### config.mk
export PLATFORM = sky130hd
export DESIGN_NAME = sgr_attribute_decoder_unit
export DESIGN_NICKNAME = d
export VERILOG_FILES = /design/src/rtl/core/sgrad_pkg.sv /design/src/rtl/core/sgr_attribute_decoder_unit.sv /design/src/rtl/core/sgrad_front.sv /design/src/rtl/core/sgrad_queue.sv /design/src/rtl/core/sgrad_back.sv
export SDC_FILE = /design/constraint.sdc
export NUM_CORES = 1
export LEC_CHECK = 0
export ABC_AREA = 1
export BUFFER_PORTS_ARGS = -buffer_cell sky130_fd_sc_hd__clkbuf_2
export CAP_MARGIN = 15
export CORE_MARGIN = 1.5
export CORE_UTILIZATION = 35
export DETAILED_ROUTE_END_ITERATION = 7
export MAX_ROUTING_LAYER = met4
export PLACE_DENSITY = 0.54
export SLEW_MARGIN = 20
export SYNTH_ARGS = -nofsm -noshare
export SYNTH_HDL_FRONTEND = slang
export SYNTH_SLANG_ARGS = --single-unit
### constraint.sdc
create_clock -name clk -period 3.6 [get_ports clk]
set_input_delay 0.72 -clock clk [delete_from_list [all_inputs] [get_ports clk]]
set_output_delay 0.72 -clock clk [all_outputs]
set_load 0.01 [all_outputs]
### src/rtl/core/sgrad_pkg.sv
// ----------------------------------------------------------------------------
// sgrad_pkg - shared types and constants for the SGR attribute decoder
// Holds the decoded operation codes, the queue word layout and the fixed
// code values of the select graphic rendition parameter set.
// ----------------------------------------------------------------------------
`default_nettype none

package sgrad_pkg;

	// Field widths fixed by the interface
	localparam int unsigned PARAM_W  = 16;
	localparam int unsigned ATTR_W   = 6;
	localparam int unsigned BYTE_W   = 8;
	localparam int unsigned STATUS_W = 2;

	// Decoupling queue between front and back
	localparam int unsigned QUEUE_DEPTH = 2;
	localparam int unsigned QPTR_W      = (QUEUE_DEPTH > 1) ? $clog2(QUEUE_DEPTH) : 1;
	localparam int unsigned QCNT_W      = $clog2(QUEUE_DEPTH + 1);

	// Code values
	localparam logic [PARAM_W-1:0] CODE_RESET     = 16'd0;
	localparam logic [PARAM_W-1:0] CODE_SET_LAST  = 16'd8;
	localparam logic [PARAM_W-1:0] CODE_CLR_ALL   = 16'd22;
	localparam logic [PARAM_W-1:0] CODE_CLR_FIRST = 16'd21;
	localparam logic [PARAM_W-1:0] CODE_CLR_LAST  = 16'd28;
	localparam logic [PARAM_W-1:0] CODE_FG_RGB    = 16'd38;
	localparam logic [PARAM_W-1:0] CODE_BG_RGB    = 16'd48;
	localparam logic [PARAM_W-1:0] CODE_FG_DEF    = 16'd39;
	localparam logic [PARAM_W-1:0] CODE_BG_DEF    = 16'd49;
	localparam logic [PARAM_W-1:0] CODE_CLR_BASE  = 16'd20;
	localparam logic [PARAM_W-1:0] FG_BASE        = 16'd30;
	localparam logic [PARAM_W-1:0] FG_LAST        = 16'd37;
	localparam logic [PARAM_W-1:0] BG_BASE        = 16'd40;
	localparam logic [PARAM_W-1:0] BG_LAST        = 16'd47;
	localparam logic [PARAM_W-1:0] FG_BRIGHT_BASE = 16'd90;
	localparam logic [PARAM_W-1:0] FG_BRIGHT_LAST = 16'd97;
	localparam logic [PARAM_W-1:0] BG_BRIGHT_BASE = 16'd100;
	localparam logic [PARAM_W-1:0] BG_BRIGHT_LAST = 16'd107;

	// Bright codes just past each colour range, rejected as bad
	localparam logic [PARAM_W-1:0] FG_BRIGHT_BAD_LO = 16'd98;
	localparam logic [PARAM_W-1:0] FG_BRIGHT_BAD_HI = 16'd99;
	localparam logic [PARAM_W-1:0] BG_BRIGHT_BAD_LO = 16'd108;
	localparam logic [PARAM_W-1:0] BG_BRIGHT_BAD_HI = 16'd109;

	// Colour index values
	localparam logic [BYTE_W-1:0] IDX_DEFAULT     = 8'd0;
	localparam logic [BYTE_W-1:0] IDX_NORMAL      = 8'd1;
	localparam logic [BYTE_W-1:0] IDX_NORMAL_LAST = 8'd8;
	localparam logic [BYTE_W-1:0] IDX_BRIGHT      = 8'd11;
	localparam logic [BYTE_W-1:0] IDX_BRIGHT_LAST = 8'd18;
	localparam logic [BYTE_W-1:0] IDX_RGB         = 8'd255;
	localparam logic [BYTE_W-1:0] COMP_MAX        = 8'd255;

	// Status codes
	localparam logic [STATUS_W-1:0] ST_OK            = 2'd0;
	localparam logic [STATUS_W-1:0] ST_BAD           = 2'd1;
	localparam logic [STATUS_W-1:0] ST_FIRST_UNKNOWN = 2'd2;

	// RGB collection phases (values still expected)
	localparam logic [1:0] RGB_NONE  = 2'd0;
	localparam logic [1:0] RGB_BLUE  = 2'd1;
	localparam logic [1:0] RGB_GREEN = 2'd2;
	localparam logic [1:0] RGB_RED   = 2'd3;

	// Decoded operation of one parameter taken as a code
	typedef enum logic [3:0] {
		OP_RESET,
		OP_SET_FLAG,
		OP_CLR_FLAG,
		OP_CLR_ALL,
		OP_RGB_START,
		OP_FG_IDX,
		OP_BG_IDX,
		OP_BAD_BRIGHT,
		OP_UNKNOWN
	} op_t;

	// One classified parameter word as held in the queue
	typedef struct packed {
		op_t               op;
		logic [ATTR_W-1:0] mask;
		logic [BYTE_W-1:0] idx;
		logic              rgb_bg;
		logic [BYTE_W-1:0] comp;
		logic              last;
		logic              screen;
	} item_t;

	// Packed colour: index plus RGB
	typedef struct packed {
		logic [BYTE_W-1:0] idx;
		logic [BYTE_W-1:0] red;
		logic [BYTE_W-1:0] green;
		logic [BYTE_W-1:0] blue;
	} colour_t;

	// Queue handshake between the parts
	typedef struct packed {
		logic full;
		logic empty;
	} queue_stat_t;

	// Flag bit for set/clear codes 1..8
	function automatic logic [ATTR_W-1:0] flag_mask(input logic [3:0] n);
		logic [ATTR_W-1:0] m;
		m = '0;
		unique case (n)
			4'd1:    m = 6'b000001;
			4'd3:    m = 6'b000010;
			4'd4:    m = 6'b000100;
			4'd5:    m = 6'b001000;
			4'd7:    m = 6'b010000;
			4'd8:    m = 6'b100000;
			default: m = '0;
		endcase
		return m;
	endfunction

endpackage

`default_nettype wire

### src/rtl/core/sgr_attribute_decoder_unit.sv
// ----------------------------------------------------------------------------
// sgr_attribute_decoder_unit - SGR parameter decoder, top level
// Input channel: one SGR parameter word per handshake (in_valid/in_stall)
//   with param, is_last, no_params and screen_select.
// Output channel: one result word per sequence (out_valid/out_stall) with
//   the selected screen's attributes, fg/bg index and RGB, and status.
// A front part classifies each word and pushes it into a two-word queue;
// a back part applies it to the screen format and registers the result.
// Throughput: one word per cycle while the queue is not full, set by the
// update of the per-screen format registers in the back part.
// A last word is written into the queue, then popped by the back part,
//   which loads the result word and out_valid into the output register.
// When out_stall holds a result, the back part keeps taking non-last words;
//   a last word waits in the queue and in_stall rises once the queue fills.
// Reset clears every screen's format to defaults, the sequence state, the
// queue and out_valid.
// ----------------------------------------------------------------------------
`default_nettype none

module sgr_attribute_decoder_unit import sgrad_pkg::*; #(
	parameter int unsigned NUM_SCREENS = 2
) (
	input  wire logic                clk,
	input  wire logic                arst_n,
	input  wire logic                in_valid,
	output logic                     in_stall,
	input  wire logic [PARAM_W-1:0]  param,
	input  wire logic                is_last,
	input  wire logic                no_params,
	input  wire logic                screen_select,
	output logic                     out_valid,
	input  wire logic                out_stall,
	output logic [ATTR_W-1:0]        attributes,
	output logic [BYTE_W-1:0]        fg_index,
	output logic [BYTE_W-1:0]        fg_red,
	output logic [BYTE_W-1:0]        fg_green,
	output logic [BYTE_W-1:0]        fg_blue,
	output logic [BYTE_W-1:0]        bg_index,
	output logic [BYTE_W-1:0]        bg_red,
	output logic [BYTE_W-1:0]        bg_green,
	output logic [BYTE_W-1:0]        bg_blue,
	output logic [STATUS_W-1:0]      status
);

	queue_stat_t qstat;
	logic        push;
	logic        pop;
	item_t       push_item;
	item_t       pop_item;

	// Front: accept and classify
	sgrad_front #(.NUM_SCREENS(NUM_SCREENS)) u_front (
		.in_valid      (in_valid),
		.in_stall      (in_stall),
		.param         (param),
		.is_last       (is_last),
		.no_params     (no_params),
		.screen_select (screen_select),
		.qstat         (qstat),
		.push          (push),
		.push_item     (push_item)
	);

	// Decoupling queue
	sgrad_queue u_queue (
		.clk       (clk),
		.arst_n    (arst_n),
		.push      (push),
		.push_item (push_item),
		.pop       (pop),
		.pop_item  (pop_item),
		.qstat     (qstat)
	);

	// Back: update format and emit result
	sgrad_back #(.NUM_SCREENS(NUM_SCREENS)) u_back (
		.clk        (clk),
		.arst_n     (arst_n),
		.qstat      (qstat),
		.pop_item   (pop_item),
		.pop        (pop),
		.out_valid  (out_valid),
		.out_stall  (out_stall),
		.attributes (attributes),
		.fg_index   (fg_index),
		.fg_red     (fg_red),
		.fg_green   (fg_green),
		.fg_blue    (fg_blue),
		.bg_index   (bg_index),
		.bg_red     (bg_red),
		.bg_green   (bg_green),
		.bg_blue    (bg_blue),
		.status     (status)
	);

endmodule

`default_nettype wire

### src/rtl/core/sgrad_front.sv
// ----------------------------------------------------------------------------
// sgrad_front - input acceptance and parameter classification
// Takes one parameter word a cycle while the queue is not full, classifies
// it as a code and as an RGB component, and pushes the result into the decoupling queue.
// ----------------------------------------------------------------------------
`default_nettype none

module sgrad_front import sgrad_pkg::*; #(
	parameter int unsigned NUM_SCREENS = 2
) (
	input  wire logic               in_valid,
	output logic                    in_stall,
	input  wire logic [PARAM_W-1:0] param,
	input  wire logic               is_last,
	input  wire logic               no_params,
	input  wire logic               screen_select,
	input  wire queue_stat_t        qstat,
	output logic                    push,
	output item_t                   push_item
);

	logic [PARAM_W-1:0] p;
	logic [BYTE_W-1:0]  lo;

	// Handshake: stall only on a full queue
	assign in_stall = qstat.full;
	assign push     = in_valid && !qstat.full;

	// Empty sequence acts as code 0
	assign p  = no_params ? CODE_RESET : param;
	assign lo = p[BYTE_W-1:0];

	// Classify
	always_comb begin
		push_item        = '0;
		push_item.op     = OP_UNKNOWN;
		push_item.last   = no_params || is_last;
		push_item.screen = (NUM_SCREENS > 1) ? screen_select : 1'b0;
		push_item.rgb_bg = (p == CODE_BG_RGB);
		push_item.comp   = (|p[PARAM_W-1:BYTE_W]) ? COMP_MAX : lo;
		priority if (p == CODE_RESET) begin
			push_item.op = OP_RESET;
		end else if (p <= CODE_SET_LAST) begin
			push_item.mask = flag_mask(p[3:0]);
			push_item.op   = (flag_mask(p[3:0]) != '0) ? OP_SET_FLAG : OP_UNKNOWN;
		end else if (p == CODE_CLR_ALL) begin
			push_item.op = OP_CLR_ALL;
		end else if (p >= CODE_CLR_FIRST && p <= CODE_CLR_LAST) begin
			push_item.mask = flag_mask(4'(p - CODE_CLR_BASE));
			push_item.op   = (flag_mask(4'(p - CODE_CLR_BASE)) != '0) ?
				OP_CLR_FLAG : OP_UNKNOWN;
		end else if (p == CODE_FG_RGB || p == CODE_BG_RGB) begin
			push_item.op = OP_RGB_START;
		end else if (p == CODE_FG_DEF) begin
			push_item.op  = OP_FG_IDX;
			push_item.idx = IDX_DEFAULT;
		end else if (p == CODE_BG_DEF) begin
			push_item.op  = OP_BG_IDX;
			push_item.idx = IDX_DEFAULT;
		end else if (p >= FG_BASE && p <= FG_LAST) begin
			push_item.op  = OP_FG_IDX;
			push_item.idx = lo - FG_BASE[BYTE_W-1:0] + IDX_NORMAL;
		end else if (p >= BG_BASE && p <= BG_LAST) begin
			push_item.op  = OP_BG_IDX;
			push_item.idx = lo - BG_BASE[BYTE_W-1:0] + IDX_NORMAL;
		end else if (p >= FG_BRIGHT_BASE && p <= FG_BRIGHT_LAST) begin
			push_item.op  = OP_FG_IDX;
			push_item.idx = lo - FG_BRIGHT_BASE[BYTE_W-1:0] + IDX_BRIGHT;
		end else if (p >= BG_BRIGHT_BASE && p <= BG_BRIGHT_LAST) begin
			push_item.op  = OP_BG_IDX;
			push_item.idx = lo - BG_BRIGHT_BASE[BYTE_W-1:0] + IDX_BRIGHT;
		end else if (p == FG_BRIGHT_BAD_LO || p == FG_BRIGHT_BAD_HI ||
				p == BG_BRIGHT_BAD_LO || p == BG_BRIGHT_BAD_HI) begin
			push_item.op = OP_BAD_BRIGHT;
		end else begin
			push_item.op = OP_UNKNOWN;
		end
	end

endmodule

`default_nettype wire

### src/rtl/core/sgrad_queue.sv
// ----------------------------------------------------------------------------
// sgrad_queue - short word queue between front and back
// Ring of QUEUE_DEPTH classified words with read and write pointers.
// ----------------------------------------------------------------------------
`default_nettype none

module sgrad_queue import sgrad_pkg::*; (
	input  wire logic  clk,
	input  wire logic  arst_n,
	input  wire logic  push,
	input  wire item_t push_item,
	input  wire logic  pop,
	output item_t      pop_item,
	output queue_stat_t qstat
);

	item_t              mem_q [QUEUE_DEPTH];
	logic [QPTR_W-1:0]  wr_ptr_q;
	logic [QPTR_W-1:0]  rd_ptr_q;
	logic [QCNT_W-1:0]  count_q;

	assign qstat.full  = (count_q == QCNT_W'(QUEUE_DEPTH));
	assign qstat.empty = (count_q == '0);
	assign pop_item    = mem_q[rd_ptr_q];

	// Storage
	always_ff @(posedge clk) begin
		if (push) begin
			mem_q[wr_ptr_q] <= push_item;
		end
	end

	// Pointers and fill count
	always_ff @(posedge clk or negedge arst_n) begin
		if (!arst_n) begin
			wr_ptr_q <= '0;
			rd_ptr_q <= '0;
			count_q  <= '0;
		end else begin
			if (push) begin
				wr_ptr_q <= (wr_ptr_q == QPTR_W'(QUEUE_DEPTH - 1)) ? '0 : wr_ptr_q + 1'b1;
			end
			if (pop) begin
				rd_ptr_q <= (rd_ptr_q == QPTR_W'(QUEUE_DEPTH - 1)) ? '0 : rd_ptr_q + 1'b1;
			end
			if (push && !pop) begin
				count_q <= count_q + 1'b1;
			end else if (pop && !push) begin
				count_q <= count_q - 1'b1;
			end
		end
	end

endmodule

`default_nettype wire

### src/rtl/core/sgrad_back.sv
// ----------------------------------------------------------------------------
// sgrad_back - format update and result output
// Pops classified words, applies them to the per-screen format state and
// the sequence state, and registers one result word per sequence.
// ----------------------------------------------------------------------------
`default_nettype none

module sgrad_back import sgrad_pkg::*; #(
	parameter int unsigned NUM_SCREENS = 2
) (
	input  wire logic         clk,
	input  wire logic         arst_n,
	input  wire queue_stat_t  qstat,
	input  wire item_t        pop_item,
	output logic              pop,
	output logic              out_valid,
	input  wire logic         out_stall,
	output logic [ATTR_W-1:0]   attributes,
	output logic [BYTE_W-1:0]   fg_index,
	output logic [BYTE_W-1:0]   fg_red,
	output logic [BYTE_W-1:0]   fg_green,
	output logic [BYTE_W-1:0]   fg_blue,
	output logic [BYTE_W-1:0]   bg_index,
	output logic [BYTE_W-1:0]   bg_red,
	output logic [BYTE_W-1:0]   bg_green,
	output logic [BYTE_W-1:0]   bg_blue,
	output logic [STATUS_W-1:0] status
);

	localparam int unsigned SCR_W = (NUM_SCREENS > 1) ? $clog2(NUM_SCREENS) : 1;

	// Per-screen format
	logic [ATTR_W-1:0] attr_q [NUM_SCREENS];
	colour_t           fg_q   [NUM_SCREENS];
	colour_t           bg_q   [NUM_SCREENS];

	// Sequence state
	logic [1:0]          pending_q;
	logic                target_bg_q;
	logic [BYTE_W-1:0]   part_red_q;
	logic [BYTE_W-1:0]   part_green_q;
	logic                stopped_q;
	logic [STATUS_W-1:0] seq_status_q;
	logic                started_q;

	// Output register
	logic                out_valid_q;
	logic [ATTR_W-1:0]   attr_out_q;
	colour_t             fg_out_q;
	colour_t             bg_out_q;
	logic [STATUS_W-1:0] status_out_q;

	logic [SCR_W-1:0]    scr;
	logic [ATTR_W-1:0]   attr_n;
	colour_t             fg_n;
	colour_t             bg_n;
	colour_t             rgb_word;
	logic [1:0]          pending_n;
	logic                target_bg_n;
	logic [BYTE_W-1:0]   part_red_n;
	logic [BYTE_W-1:0]   part_green_n;
	logic                stopped_n;
	logic [STATUS_W-1:0] seq_status_n;
	logic                started_n;
	logic [STATUS_W-1:0] result_status;
	logic                load;

	assign scr  = SCR_W'(pop_item.screen);
	assign pop  = !qstat.empty && (!pop_item.last || !out_valid_q || !out_stall);
	assign load = pop && pop_item.last;

	assign rgb_word = '{idx: IDX_RGB, red: part_red_q, green: part_green_q,
		blue: pop_item.comp};

	// Apply one word
	always_comb begin
		attr_n       = attr_q[scr];
		fg_n         = fg_q[scr];
		bg_n         = bg_q[scr];
		pending_n    = pending_q;
		target_bg_n  = target_bg_q;
		part_red_n   = part_red_q;
		part_green_n = part_green_q;
		stopped_n    = stopped_q;
		seq_status_n = seq_status_q;
		started_n    = started_q;
		if (!stopped_q) begin
			if (pending_q != RGB_NONE) begin
				unique case (pending_q)
					RGB_RED: begin
						part_red_n = pop_item.comp;
						pending_n  = RGB_GREEN;
					end
					RGB_GREEN: begin
						part_green_n = pop_item.comp;
						pending_n    = RGB_BLUE;
					end
					default: begin
						if (target_bg_q) begin
							bg_n = rgb_word;
						end else begin
							fg_n = rgb_word;
						end
						pending_n = RGB_NONE;
						started_n = 1'b1;
					end
				endcase
			end else begin
				unique case (pop_item.op)
					OP_RESET: begin
						attr_n     = '0;
						fg_n.idx   = IDX_DEFAULT;
						bg_n.idx   = IDX_DEFAULT;
						started_n  = 1'b1;
					end
					OP_SET_FLAG: begin
						attr_n    = attr_q[scr] | pop_item.mask;
						started_n = 1'b1;
					end
					OP_CLR_FLAG: begin
						attr_n    = attr_q[scr] & ~pop_item.mask;
						started_n = 1'b1;
					end
					OP_CLR_ALL: begin
						attr_n    = '0;
						started_n = 1'b1;
					end
					OP_RGB_START: begin
						pending_n   = RGB_RED;
						target_bg_n = pop_item.rgb_bg;
					end
					OP_FG_IDX: begin
						fg_n.idx  = pop_item.idx;
						started_n = 1'b1;
					end
					OP_BG_IDX: begin
						bg_n.idx  = pop_item.idx;
						started_n = 1'b1;
					end
					OP_BAD_BRIGHT: begin
						stopped_n    = 1'b1;
						seq_status_n = ST_BAD;
					end
					default: begin
						stopped_n    = 1'b1;
						seq_status_n = started_q ? ST_BAD : ST_FIRST_UNKNOWN;
					end
				endcase
			end
		end
		// Sequence ending inside an RGB triple
		if (!stopped_n && pending_n != RGB_NONE) begin
			result_status = started_n ? ST_BAD : ST_FIRST_UNKNOWN;
		end else begin
			result_status = seq_status_n;
		end
	end

	// Format and sequence state
	always_ff @(posedge clk or negedge arst_n) begin
		if (!arst_n) begin
			for (int i = 0; i < NUM_SCREENS; i++) begin
				attr_q[i] <= '0;
				fg_q[i]   <= '0;
				bg_q[i]   <= '0;
			end
			pending_q    <= RGB_NONE;
			target_bg_q  <= 1'b0;
			stopped_q    <= 1'b0;
			seq_status_q <= ST_OK;
			started_q    <= 1'b0;
		end else if (pop) begin
			attr_q[scr] <= attr_n;
			fg_q[scr]   <= fg_n;
			bg_q[scr]   <= bg_n;
			if (pop_item.last) begin
				pending_q    <= RGB_NONE;
				target_bg_q  <= 1'b0;
				stopped_q    <= 1'b0;
				seq_status_q <= ST_OK;
				started_q    <= 1'b0;
			end else begin
				pending_q    <= pending_n;
				target_bg_q  <= target_bg_n;
				stopped_q    <= stopped_n;
				seq_status_q <= seq_status_n;
				started_q    <= started_n;
			end
		end
	end

	// Partial RGB components
	always_ff @(posedge clk) begin
		if (pop) begin
			part_red_q   <= part_red_n;
			part_green_q <= part_green_n;
		end
	end

	// Result valid
	always_ff @(posedge clk or negedge arst_n) begin
		if (!arst_n) begin
			out_valid_q <= 1'b0;
		end else if (load) begin
			out_valid_q <= 1'b1;
		end else if (!out_stall) begin
			out_valid_q <= 1'b0;
		end
	end

	// Result word
	always_ff @(posedge clk) begin
		if (load) begin
			attr_out_q   <= attr_n;
			fg_out_q     <= fg_n;
			bg_out_q     <= bg_n;
			status_out_q <= result_status;
		end
	end

	assign out_valid  = out_valid_q;
	assign attributes = attr_out_q;
	assign fg_index   = fg_out_q.idx;
	assign fg_red     = fg_out_q.red;
	assign fg_green   = fg_out_q.green;
	assign fg_blue    = fg_out_q.blue;
	assign bg_index   = bg_out_q.idx;
	assign bg_red     = bg_out_q.red;
	assign bg_green   = bg_out_q.green;
	assign bg_blue    = bg_out_q.blue;
	assign status     = status_out_q;

endmodule

`default_nettype wire

==> flow_summary.json <==
{
  "grt_pass1_wl_mm": 54.6,
  "crit_top_cell": "inv_2",
  "max_slew_margin": 0.407,
  "synth.area.mux_share": 0.00449,
  "tightestPinTransition_ns": 0.890,
  "drtIter0Drc": 712,
  "cts_sinks": 298,
  "ctsRootBufferMaster": "clkbuf_16",
  "firstDrtPassIters": 5,
  "routed-via-count": 10200,
  "synth_flop_cell": "dfrtp_1",
  "p_clk_frac": 0.210,
  "maxCapViolCount": 0,
  "viasPerCell": 4.86,
  "hold_buffers": 0,
  "synth_top_family_by_area": "simple AND/OR/NAND/NOR gates",
  "netlist_area_um2": 13400,
  "p_int_mw": 9.25,
  "crit_cells": 10,
  "die_w_um": 198,
  "combPwrFrac": 0.404,
  "leakage_nw": 7.21,
  "remaining_drc_errors": 0,
  "fmax_ghz": 0.355,
  "yosys_warnings": 0,
  "p_sw_frac": 0.404,
  "finalHoldViolations": 0,
  "clk_path_buf_depth": 3,
  "yosysMostFrequentCell": "nand2_1",
  "hold_class": "in -> async",
  "coreArea_um2": 37700,
  "cts_tree": "yes",
  "dp_hpwl_mm": 22.5,
  "routabilityCongestion": 0.886,
  "critPathLaunch": "u_queue.rd_ptr_q$_DFFE_PN0P_",
  "final-setup-viol-count": 0,
  "cts_resized": 0,
  "fin_cells": 2094,
  "initial_core_util": 0.355,
  "min_period_ns": 2.82,
  "synth_xor_area_frac": 0.00328,
  "area_growth_pct": 15.6,
  "grt_max_degree": 81,
  "finalSetupTns_ns": 0,
  "place_ws_ns": 0.465,
  "crit_path_top_delay_cell": "buf_4",
  "synth_compound_area_frac": 0.0929,
  "holdWs_ns": 0.193,
  "ys_types": 43,
  "max_stage_delay_ns": 0.70,
  "grt_usage": 0.181,
  "drive_gt1_frac": 0.119,
  "crit_family": "buffers and inverters",
  "endpoint_kind": "flip-flop",
  "fin_worst_skew_ns": 0.0165,
  "r2r_cells": 10,
  "fin_ws_ns": 0.784,
  "worstReg2RegStart": "u_queue.rd_ptr_q$_DFFE_PN0P_",
  "rows": 71,
  "antenna_left": 0,
  "post-cts-setup-buffers": 0,
  "reg2reg_slack_ns": 0.78,
  "fin_crit_sh": 0.782,
  "synth_edf_count": 146,
  "irDropWorstVdd_mv": 0.585,
  "endpoint": "u_back.bg_q[29]$_DFFE_PN0P_",
  "path_cells": "inv_2 -> or2_1 -> o21a_1 -> inv_2 -> nor2_1 -> a21oi_4 -> inv_2 -> nor2_4 -> buf_4 -> o21ai_0",
  "die-area_um2": 39400,
  "power_density_nw_per_um2": 1000,
  "wl_per_cell_um": 16.4,
  "clk_latency_ns": 0.56,
  "fillers": 3792,
  "final_nets": 1587,
  "place_inst": 2036,
  "yosysSeqAreaShare": 0.613,
  "yosys-top-cells-count": "nand2_1, dfrtp_1, edfxtp_1",
  "grt_overflow_total": 0,
  "multi_input_area_um2": 4430,
  "critical_path_class": "reg -> reg",
  "grt_pass1_vias": 9689,
  "critical_path_buf_inv_count": 4,
  "synth_top_area_frac": 0.328,
  "path_clk_slew_ns": 0.06,
  "synthArstFlopShare": 0.510,
  "io_pins": 97,
  "switchingPower_mw": 6.27,
  "numPortBuffers": 96,
  "pwr-share-seq": 0.387,
  "seq_area_um2": 8190,
  "synthAdderAreaFrac": 0.00562,
  "status": "completed",
  "synthTopCellsByArea": "edfxtp_1, dfrtp_1, nand2_1, nor2_1, o21ai_0",
  "antenna_found_initial": 1,
  "syn_area_per_cell_um2": 9.10,
  "synth_top_area_cell": "edfxtp_1",
  "synth_seq_cells": 298,
  "r2r-end": "u_back.bg_q[29]$_DFFE_PN0P_",
  "power_mw": 15.5,
  "routed_wl_mm": 34.3,
  "cts_max_level": 1,
  "die_h_um": 198,
  "synthCells": 1469,
  "cts_buffers": 31,
  "slew_viol_final": 0,
  "critPathArrivalTime_ns": 3.21,
  "synth-simple-area-share": 0.223,
  "critPathLaunchType": "flip-flop",
  "path_max_fanout": 80,
  "grt_setup_unrepaired": "no",
  "crit_required_ns": 3.99
}
worst min path at each step:
stage                           startpoint                      endpoint  cells past startpoint
3_3_place_gp    u_back.bg_q[9]$_DFFE_PN0P_    u_back.bg_q[9]$_DFFE_PN0P_                      2
4_1_cts                             arst_n   u_back.fg_q[10]$_DFFE_PN0P_                      1
3_5_place_dp   u_back.fg_q[22]$_DFFE_PN0P_   u_back.fg_q[22]$_DFFE_PN0P_                      2
6_report                            arst_n   u_back.fg_q[42]$_DFFE_PN0P_                      1
5_1_grt                             arst_n   u_back.fg_q[42]$_DFFE_PN0P_                      1
2_1_floorplan                       arst_n  u_back.attr_q[0]$_DFFE_PN0P_                      0
power by group through the flow:
stage | Sequential (mW) | Clock [mW] | Combinational [mW]
6_report | 6.00 | 3.25 | 6.26
5_1_grt | 6.16 | 3.48 | 7.14
4_1_cts | 6.01 | 3.34 | 6.38
3_5_place_dp | 6.06 | 0 | 6.36
3_3_place_gp | 6.03 | 0 | 6.26
2_1_floorplan | 6.18 | 0 | 4.13
kinds of logic (layout without fill, tap and decap cells):
family                   count (synthesis)  count (layout)
AO/OA/AOI/OAI                          215             215
flip-flops                             298             298
XOR/XNOR                                 5               5
multiplexers                             6               6
other                                    1               5
AND/OR/NAND/NOR                        755             755
buffers and inverters                  183             293
adder cells (fa/ha/maj)                  6               6
cells in the final DEF (no fill, tap or decap), types with 4 or more instances in the layout:
cell	n
nand2_1	537
dfrtp_1	152
edfxtp_1	146
nor2_1	133
inv_1	104
o21ai_0	96
clkbuf_2	95
o22ai_1	58
nand3_1	48
clkbuf_16	31
buf_4	21
a21oi_1	20
o211ai_1	18
nor3_1	12
inv_2	9
nand4_1	9
o21ai_1	8
clkbuf_1	7
clkinv_1	6
mux2i_1	6
ha_1	6
clkinv_2	5
o21a_1	4
nor2_2	4
xor2_1	4
clkbuf_8	4
bufinv_16	4
buf_12	4
conb_1	4
metal layers:
layer | GRT usage | vias to the layer above | share of wire
met2 | 0.290 | 222 | 0.47
met3 | 0.0219 | 54 | 0.044
met1 | 0.246 | 4913 | 0.47
met5 | - | - | 0
met4 | 0.0452 | 0 | 0.020
li1 | - | 4990 | -
cell type report:
cell class	instances	area share
multi-input cells	991	0.287
clock buffers	42	0.0555
repair buffers	121	0.0469
flip-flops and latches	298	0.530
diodes	1	0.000162
well taps	511	0.0414
inverters	115	0.0279
clock inverters	15	0.0115
per-stage QoR:
step | util | cell area, µm²
detailed placement | 0.383 | 14400
global placement | 0.383 | 14400
floorplan | - | 13400
CTS | 0.410 | 15400
global route | 0.410 | 15400
finish | 0.410 | 15400
flip-flops by register name (all words and copies together) (netlist names), 6 cells and up:
signal,count
u_back.part_green_q,8
u_back.attributes,6
u_back.bg_index,8
u_back.fg_index,8
u_back.fg_blue,8
u_back.attr_q,12
u_back.bg_blue,8
u_back.fg_red,8
u_back.part_red_q,8
u_queue.mem_q,58
u_back.bg_q,64
u_back.fg_q,64
u_back.bg_green,8
u_back.bg_red,8
u_back.fg_green,8
worst register-to-register path: stages (launching register included):
cell	delay, ns
dfrtp_1	0.56
inv_2	0.07
or2_1	0.21
o21a_1	0.14
inv_2	0.09
nor2_1	0.07
a21oi_4	0.27
inv_2	0.19
nor2_4	0.13
buf_4	0.70
o21ai_0	0.23
Power figures use the tool's default switching activity.
